==> src/rtl/core/assert_macros.svh <==
// ---------------------------------------------------------------------------
// assert_macros.svh
// concurrent assertion helpers shared by the rtl, removable with ASSERT_OFF
// ---------------------------------------------------------------------------
`ifndef ASSERT_MACROS_SVH
`define ASSERT_MACROS_SVH

`ifndef ASSERT_OFF

// property checked on every rising clock edge outside reset
`define ASSERT_CLK(name, clk, rst, prop, msg) \
   name: assert property (@(posedge clk) disable iff (rst) (prop)) else $error(msg);

// condition that must never be seen outside reset
`define ASSERT_NEVER(name, clk, rst, expr, msg) \
   name: assert property (@(posedge clk) disable iff (rst) !(expr)) else $error(msg);

`else

`define ASSERT_CLK(name, clk, rst, prop, msg)
`define ASSERT_NEVER(name, clk, rst, expr, msg)

`endif

`endif

==> src/rtl/core/asf_pkg.sv <==
`timescale 1ns / 1ps
// ---------------------------------------------------------------------------
// asf_pkg
// types and constants of the audio sample framer
// ---------------------------------------------------------------------------
package asf_pkg;

   localparam int MAX_SAMPLES = 128;
   localparam int QDEPTH      = 4;
   localparam int QPTR_W      = $clog2(QDEPTH);
   localparam int QCNT_W      = $clog2(QDEPTH + 1);

   localparam logic [7:0]  SYNC_FIRST  = 8'hA5;
   localparam logic [7:0]  SYNC_SECOND = 8'h5A;
   localparam logic [15:0] CRC_START   = 16'hFFFF;
   localparam logic [15:0] CRC_POLY    = 16'h1021;
   localparam logic [11:0] SAMPLE_CEIL = 12'hFFF;

   // byte slots of one frame in stream order
   localparam logic [2:0] SLOT_SYNC1  = 3'd0;
   localparam logic [2:0] SLOT_SYNC2  = 3'd1;
   localparam logic [2:0] SLOT_SEQ    = 3'd2;
   localparam logic [2:0] SLOT_COUNT  = 3'd3;
   localparam logic [2:0] SLOT_LOW    = 3'd4;
   localparam logic [2:0] SLOT_HIGH   = 3'd5;
   localparam logic [2:0] SLOT_CRC_LO = 3'd6;
   localparam logic [2:0] SLOT_CRC_HI = 3'd7;

   typedef struct packed {
      logic [15:0] sample;
      logic        frame_start;
      logic [7:0]  frame_len;
   } req_item_type;

   typedef struct packed {
      logic [7:0] out_byte;
      logic       frame_end;
      logic       run_last;
      logic       error;
   } rsp_item_type;

   // classified work for the back end
   typedef struct packed {
      logic        err;
      logic        start;
      logic        close;
      logic [7:0]  seq;
      logic [7:0]  count;
      logic [11:0] sample;
   } job_type;

   typedef struct packed {
      logic    valid;
      job_type job;
   } q_head_type;

endpackage

==> src/rtl/core/asf_queue.sv <==
`timescale 1ns / 1ps
// ---------------------------------------------------------------------------
// asf_queue
// short job queue between the front and the back end
// ---------------------------------------------------------------------------
module asf_queue import asf_pkg::*; (
   input  logic       clock,
   input  logic       reset,
   input  logic       wr_en,
   input  job_type    wr_job,
   output logic       full,
   input  logic       rd_en,
   output q_head_type head
);

   job_type            mem_ff [QDEPTH];
   logic [QPTR_W-1:0]  wr_ptr_ff, wr_ptr_in;
   logic [QPTR_W-1:0]  rd_ptr_ff, rd_ptr_in;
   logic [QCNT_W-1:0]  count_ff, count_in;
   logic               do_wr, do_rd;

   assign full  = (count_ff == QCNT_W'(QDEPTH));
   assign do_wr = wr_en && !full;
   assign do_rd = rd_en && (count_ff != '0);

   assign head.valid = (count_ff != '0);
   assign head.job   = mem_ff[rd_ptr_ff];

   always_comb begin
      wr_ptr_in = do_wr ? wr_ptr_ff + 1'b1 : wr_ptr_ff;
      rd_ptr_in = do_rd ? rd_ptr_ff + 1'b1 : rd_ptr_ff;
      count_in  = count_ff;
      if (do_wr && !do_rd) begin
         count_in = count_ff + 1'b1;
      end else if (do_rd && !do_wr) begin
         count_in = count_ff - 1'b1;
      end
   end

   always_ff @(posedge clock) begin
      if (reset) begin
         wr_ptr_ff <= '0;
         rd_ptr_ff <= '0;
         count_ff  <= '0;
      end else begin
         wr_ptr_ff <= wr_ptr_in;
         rd_ptr_ff <= rd_ptr_in;
         count_ff  <= count_in;
      end
   end

   always_ff @(posedge clock) begin
      if (do_wr) begin
         mem_ff[wr_ptr_ff] <= wr_job;
      end
   end

endmodule

==> src/rtl/core/asf_front.sv <==
`timescale 1ns / 1ps
// ---------------------------------------------------------------------------
// asf_front
// accepts items, tracks frame state and classifies each item into a job
// ---------------------------------------------------------------------------
module asf_front import asf_pkg::*; (
   input  logic         clock,
   input  logic         reset,
   input  logic         accept,
   input  req_item_type item,
   output logic         job_valid,
   output job_type      job
);

   logic [7:0] seq_ff, seq_in;
   logic [7:0] left_ff, left_in;
   logic       open_ff, open_in;
   logic       bad_count;
   logic [7:0] left_next;

   assign bad_count = (item.frame_len == 8'd0) || (item.frame_len > 8'(MAX_SAMPLES));

   always_comb begin
      seq_in  = seq_ff;
      left_in = left_ff;
      open_in = open_ff;

      job.err    = 1'b0;
      job.start  = item.frame_start;
      job.seq    = seq_ff;
      job.count  = item.frame_len;
      job.sample = (item.sample > 16'(SAMPLE_CEIL)) ? SAMPLE_CEIL : item.sample[11:0];

      left_next = item.frame_start ? item.frame_len - 8'd1 : left_ff - 8'd1;
      job.close = (left_next == 8'd0);

      if ((item.frame_start && bad_count) || (!item.frame_start && !open_ff)) begin
         job.err = 1'b1;
      end else if (accept) begin
         left_in = left_next;
         open_in = !job.close;
         if (job.close) begin
            seq_in = seq_ff + 8'd1;
         end
      end
   end

   assign job_valid = accept;

   always_ff @(posedge clock) begin
      if (reset) begin
         seq_ff  <= '0;
         left_ff <= '0;
         open_ff <= 1'b0;
      end else begin
         seq_ff  <= seq_in;
         left_ff <= left_in;
         open_ff <= open_in;
      end
   end

endmodule

==> src/rtl/core/asf_back.sv <==
`timescale 1ns / 1ps
// ---------------------------------------------------------------------------
// asf_back
// walks each job through its byte slots, keeps the crc, registers results
// ---------------------------------------------------------------------------
module asf_back import asf_pkg::*; (
   input  logic         clock,
   input  logic         reset,
   input  q_head_type   head,
   output logic         job_done,
   output logic         rsp_empty,
   output rsp_item_type rsp_item,
   input  logic         rsp_pop
);

   logic [2:0]   step_ff, step_in;
   logic [15:0]  crc_ff, crc_in;
   logic         out_valid_ff, out_valid_in;
   rsp_item_type out_ff, out_in;
   logic [2:0]   idx;
   logic         last, adv;
   logic [7:0]   data;
   logic [15:0]  crc_base;

   function automatic logic [15:0] crc_feed(input logic [15:0] crc, input logic [7:0] b);
      logic [15:0] c;
      c = crc ^ {b, 8'h00};
      for (int i = 0; i < 8; i++) begin
         c = c[15] ? ((c << 1) ^ CRC_POLY) : (c << 1);
      end
      return c;
   endfunction

   // continuing samples skip the header slots
   assign idx  = head.job.start ? step_ff : step_ff + SLOT_LOW;
   assign last = head.job.err || (idx == (head.job.close ? SLOT_CRC_HI : SLOT_HIGH));
   assign adv  = head.valid && (!out_valid_ff || rsp_pop);
   assign job_done = adv && last;

   always_comb begin
      case (idx)
         SLOT_SYNC1:  data = SYNC_FIRST;
         SLOT_SYNC2:  data = SYNC_SECOND;
         SLOT_SEQ:    data = head.job.seq;
         SLOT_COUNT:  data = head.job.count;
         SLOT_LOW:    data = head.job.sample[7:0];
         SLOT_HIGH:   data = {4'h0, head.job.sample[11:8]};
         SLOT_CRC_LO: data = crc_ff[7:0];
         SLOT_CRC_HI: data = crc_ff[15:8];
         default:     data = 8'h00;
      endcase
   end

   always_comb begin
      crc_base     = (idx == SLOT_SEQ) ? CRC_START : crc_ff;
      crc_in       = crc_ff;
      step_in      = step_ff;
      out_in       = out_ff;
      out_valid_in = out_valid_ff && !rsp_pop;
      if (adv) begin
         out_valid_in = 1'b1;
         step_in      = last ? 3'd0 : step_ff + 3'd1;
         if (head.job.err) begin
            out_in.out_byte  = 8'h00;
            out_in.frame_end = 1'b0;
            out_in.run_last  = 1'b1;
            out_in.error     = 1'b1;
         end else begin
            out_in.out_byte  = data;
            out_in.frame_end = (idx == SLOT_CRC_HI);
            out_in.run_last  = last;
            out_in.error     = 1'b0;
            if (idx == SLOT_SEQ || idx == SLOT_COUNT || idx == SLOT_LOW
                || idx == SLOT_HIGH) begin
               crc_in = crc_feed(crc_base, data);
            end
         end
      end
   end

   always_ff @(posedge clock) begin
      if (reset) begin
         step_ff      <= '0;
         crc_ff       <= CRC_START;
         out_valid_ff <= 1'b0;
      end else begin
         step_ff      <= step_in;
         crc_ff       <= crc_in;
         out_valid_ff <= out_valid_in;
      end
   end

   always_ff @(posedge clock) begin
      out_ff <= out_in;
   end

   assign rsp_empty = !out_valid_ff;
   assign rsp_item  = out_ff;

endmodule

==> src/rtl/core/audio_sample_framer_crc16.sv <==
`timescale 1ns / 1ps
// ---------------------------------------------------------------------------
// audio_sample_framer_crc16
// packs audio samples into sync/seq/count/sample frames closed by a crc-16
// ---------------------------------------------------------------------------
//
//  channel   ports                        moves
//  request   push, full, req_item         one sample item per accept
//  response  empty, pop, rsp_item         one frame byte or error per accept
//
//  the front takes an item in any cycle the job queue has room (four deep)
//  the back end emits one byte per cycle while the response side keeps popping; the output byte register sets the rate
//  a continuing sample emits its low and high bytes, then the crc bytes when it closes the frame; an opening
//  sample emits sync, seq and count before them; a rejected item emits one error result
//  synchronous reset clears frame state, queue and output; no clearing pass
//  a stalled response stops the back end while the queue keeps filling
//
module audio_sample_framer_crc16 import asf_pkg::*; (
   input  logic         clock,
   input  logic         reset,
   input  logic         push,
   output logic         full,
   input  req_item_type req_item,
   output logic         empty,
   input  logic         pop,
   output rsp_item_type rsp_item
);

`include "assert_macros.svh"

   logic       accept;
   logic       job_push;
   job_type    job;
   q_head_type head;
   logic       job_done;

   // item accepted only when the queue has room
   assign accept = push && !full;

   // front: frame bookkeeping and classification
   asf_front u_front (
      .clock     (clock),
      .reset     (reset),
      .accept    (accept),
      .item      (req_item),
      .job_valid (job_push),
      .job       (job)
   );

   // decoupling queue between front and back
   asf_queue u_queue (
      .clock  (clock),
      .reset  (reset),
      .wr_en  (job_push),
      .wr_job (job),
      .full   (full),
      .rd_en  (job_done),
      .head   (head)
   );

   // back: byte sequencing, crc and output register
   asf_back u_back (
      .clock     (clock),
      .reset     (reset),
      .head      (head),
      .job_done  (job_done),
      .rsp_empty (empty),
      .rsp_item  (rsp_item),
      .rsp_pop   (pop)
   );

   // an accepted item is waiting in the queue on the next cycle
   `ASSERT_CLK(a_job_queued, clock, reset, accept |=> head.valid, "accepted item lost")
   // a frame only ends on the last byte of an item
   `ASSERT_NEVER(a_end_last, clock, reset, !empty && rsp_item.frame_end && !rsp_item.run_last, "frame end not last")
   // error results are single and carry no byte
   `ASSERT_NEVER(a_err_form, clock, reset, !empty && rsp_item.error && (!rsp_item.run_last || rsp_item.out_byte != 8'h00 || rsp_item.frame_end), "malformed error result")

endmodule

==> config.mk <==
export PLATFORM = sky130hd
export DESIGN_NAME = audio_sample_framer_crc16
export DESIGN_NICKNAME = d
export VERILOG_FILES = /design/src/rtl/core/asf_pkg.sv /design/src/rtl/core/asf_queue.sv /design/src/rtl/core/asf_front.sv /design/src/rtl/core/asf_back.sv /design/src/rtl/core/audio_sample_framer_crc16.sv
export VERILOG_INCLUDE_DIRS = /design/src /design/src/rtl/core
export SDC_FILE = /design/constraint.sdc
export NUM_CORES = 1
export LEC_CHECK = 0
export BUFFER_PORTS_ARGS = -buffer_cell sky130_fd_sc_hd__buf_2
export CAP_MARGIN = 5
export CORE_UTILIZATION = 58
export CTS_CLUSTER_DIAMETER = 150
export DETAILED_ROUTE_END_ITERATION = 6
export GPL_ROUTABILITY_DRIVEN = 0
export GPL_TIMING_DRIVEN = 1
export PLACE_DENSITY = 0.87
export SYNTH_ARGS = -nofsm -noshare
export SYNTH_HDL_FRONTEND = slang
export SYNTH_SLANG_ARGS = --single-unit
==> constraint.sdc <==
create_clock -name clock -period 6.4 [get_ports clock]
set_input_delay 0.32 -clock clock [delete_from_list [all_inputs] [get_ports clock]]
set_output_delay 0.32 -clock clock [all_outputs]
set_load 0.02 [all_outputs]
==> results.md <==
* RSZ-0062 raised after global routing: no
* Antenna violations before repair at 0
* Final Max Tran Viols at 0
* Hold Startpoint: req_item[5]
* Gr ovfl total at 0
* Ports at 42
* Worst Path Arrival at 4.24 ns
* Final WL at 16.0 mm
* Outcome: completed
* Crit path buffers/inverters at 1
* DP Area at 8440 sq um
* Hold Path Sink: u_queue.mem_ff[0][17]
* Slew margin rel. at 19.7%
* Hold Buf Count CTS at 0
* Critical path's top delay family: XOR/XNOR gates
* Max-cap violations at 0
* Setup Crit Path Kind: flop to flop
* CP endpoint kind: flop
* Final setup skew at 0.0138 ns
* Finished Layout Cells at 820
* Antenna cells at 0
* # resized after CTS at 0
* Flop2flop setup slack at 2.41 ns
* Total global-route track usage at 23.9%
* Sequential share of power at 39.8%
* Worst path slowest cell: xor2_1
* DRT antenna net count at 0
* Int Power at 2.60 mW
* Syn Nets at 638
* Fillers at 912
* Post-synth EDFFs at 135
* Critical R2R Capture: u_back.crc_ff[5]
* Vias in the first global route at 5019
* FP Rows at 42
* Final Cell Area at 9000 sq um
* Cell mode on critical path: xor2_1
* Final cycle utilization of the critical path at 62.3%
* Peak VDD IR at 260 uV
* Clock Root Buffer: clkbuf_16
* Post-CTS Setup Inserts at 0
* Fin. Hold Viols at 0
* Routed WL per cell at 19.6 microns
* Post-Syn Instances at 596
* Comb power frac at 34.9%
* First-pass GRT wire length at 25.8 mm
* Unique cell type count in the Yosys netlist at 60
* Synth Flop Type: edfxtp_1
* Die area at 14400 sq um
* Clk sinks at 181
* Crit path max fanout at 35
* Largest net degree at the start of global routing at 46
* Detailed Route Iter0 Violations at 725
* H-tree depth at 4
* CTS tree: built
* DP Cell Count at 788
* Mean area per synthesized cell at 13.6 sq um
* DRC at 0
* Sequential cell area at 4980 sq um
* Die Height at 120 microns
* Hold Path Depth at 1
* Switching power at 1.32 mW
* Core Box Area at 13500 sq um
* Mapped cell area at 8100 sq um
* Area Overhead vs Synth at 11.2%
* Later-pin clock latency in the skew report at 0.43 ns
* Layout net count at 673
* PortBufs at 41
* Asr flop ratio synth at 0%
* Routed vias at 5111
* Die X at 120 microns
* Setup TNS at 0 ns
* Final core occ at 66.9%
* Initial Utilization at 60.2%
* Layout cells sized above 1 at 18.0%
* Synth Register Bits at 181
* Max clock buf depth at 2
* Drt first pass iters at 6
* CP Depth at 9
* Setup Viol. Count Final at 0
* Final Total Pwr at 3.92 mW
* Seq/Total Area, Yosys at 61.4%
* CTS buffer count at 17
* Switching power share of the total at 33.7%
* Tightest Hold Check Type: input port to flop
* Leakage power at 3.07 nW
* Pwr dens at 435 nW/um^2
* Max stage delay on crit path at 0.96 ns
* Hpwl dp at 10.4 mm
* Worst R2R Path Depth at 9
* Clock transition at path regs at 0.06 ns
* Crit path cell chain: buf_4 -> mux4_2 -> xor2_1 -> a31oi_1 -> o31a_1 -> o31ai_1 -> xor2_1 -> and3_1 -> a211oi_1
* Max Fclk at 0.251 GHz
* Routed vias/inst at 6.23
* YS warnings at 0
* Post-layout min period at 3.99 ns
* Power share of the clock group at 25.3%
* Multi-input logic area at 2920 sq um
* Actual slew at the worst max-slew pin at 1.20 ns
* WP data required at 6.65 ns
* Critical Path Start Type: flop
==> metrics by stage <==
stage | hold WS [ns] | worst slack, ns
2_1_floorplan | 0.419 | 3.00
3_3_place_gp | 0.455 | 2.65
3_5_place_dp | 0.473 | 2.49
4_1_cts | 0.137 | 2.47
5_1_grt | 0.135 | 2.18
6_report | 0.148 | 2.41
==> sequential cells by signal (all words and copies together) (netlist names), named ones only <==
register / cells
u_front.left_ff: 8
u_back.step_ff: 3
u_queue.wr_ptr_ff: 2
u_front.open_ff: 1
u_front.seq_ff: 8
u_queue.count_ff: 3
u_back.rsp_item: 11
u_back.out_valid_ff: 1
u_back.crc_ff: 16
u_queue.rd_ptr_ff: 2
u_queue.mem_ff: 124
==> worst register-to-register path, delay by kind of cell (launching register included) <==
kind / cells / cell delay [ns]
multiplexers: 1 / 0.48
XOR/XNOR: 2 / 1.34
flip-flops: 1 / 0.33
AO/OA/AOI/OAI: 4 / 0.99
AND/OR/NAND/NOR: 1 / 0.23
buffers and inverters: 1 / 0.45
==> kinds of logic (layout without fill, tap and decap cells) <==
group           count (synthesis)  in the layout  share of synthesized area, %
flops                         181            181                          61.4
mux                            58             58                          11.6
simple gates                  166            166                          10.2
fa+ha+maj                      13             13                          2.10
compound gates                 91             91                          7.93
buf+inv                        51             99                          2.64
xor+xnor                       36             36                          4.13
==> how the worst max path moves through the flow <==
stage	from	to	slack, ns
5_1_grt	flop	u_back.crc_ff[13]	2.18
4_1_cts	flop	u_back.crc_ff[5]	2.47
2_1_floorplan	req_item[8]	u_front.seq_ff[7]	3.00
3_3_place_gp	flop	u_back.crc_ff[5]	2.65
6_report	flop	u_back.crc_ff[5]	2.41
3_5_place_dp	flop	u_back.crc_ff[5]	2.49
==> metal layers <==
layer	GRT usage (%)	vias up	share of wire, %
met5	0	-	0
met1	31.1	2504	42
li1	-	2320	-
met2	38.8	249	49
met3	5.13	38	6.6
met4	10.4	0	2.3
==> Yosys cell counts (3+ instances only) <==
cell	n	area share [%]
edfxtp_1	135	50
nor2_1	54	2.5
dfxtp_1	46	11
nand2_1	32	1.5
mux2i_1	27	3.3
mux4_2	27	7.5
clkbuf_1	22	1.0
a21oi_1	20	1.2
inv_1	19	0.88
xnor2_1	19	2.1
o21ai_0	16	0.99
xor2_1	16	1.7
nand2b_1	14	1.1
nor3_1	13	0.80
ha_1	12	1.9
nor4_1	11	0.85
a31oi_1	8	0.62
a211oi_1	7	0.65
a221oi_1	6	0.65
buf_2	6	0.37
o211ai_1	6	0.56
or3_1	6	0.46
or4_1	6	0.56
nand3_1	5	0.31
nor2b_1	5	0.39
and2_1	4	0.31
and3_1	4	0.31
nand4_1	4	0.31
a22oi_1	3	0.28
o21a_1	3	0.28
o31ai_1	3	0.28
==> cell type report <==
class | instances | share of cell area [%]
Multi-Input combinational cell | 364 | 32.4
Timing Repair Buffer | 48 | 2.86
Sequential cell | 181 | 55.3
Clock buffer | 22 | 5.05
Clock inverter | 10 | 1.18
Inverter | 19 | 0.792
Tap cell | 176 | 2.45
==> layout by cell type, fill, tap and decap left out, types with 4 or more instances in the layout <==
master	n
a211oi_1	7
a21oi_1	20
a221oi_1	6
a31oi_1	8
and2_1	4
and3_1	4
buf_2	41
buf_4	7
clkbuf_1	4
clkbuf_16	17
dfxtp_1	45
edfxtp_1	135
ha_1	12
inv_1	19
mux2i_1	27
mux4_2	27
nand2_1	32
nand2b_1	14
nand3_1	5
nand4_1	4
nor2_1	54
nor2b_1	5
nor3_1	13
nor4_1	10
o211ai_1	6
o21ai_0	16
or3_1	6
or4_1	6
xnor2_1	19
xor2_1	16
==> power by group through the flow <==
| stage | sequential (mW) | combinational, mW | clock [mW] |
|---|---|---|---|
| 2_1_floorplan | 1.60 | 1.02 | 0 |
| 3_3_place_gp | 1.57 | 1.30 | 0 |
| 3_5_place_dp | 1.58 | 1.35 | 0 |
| 4_1_cts | 1.56 | 1.36 | 1.00 |
| 5_1_grt | 1.57 | 1.48 | 1.05 |
| 6_report | 1.56 | 1.37 | 0.991 |
No activity file was read; power rests on OpenSTA's default activity.
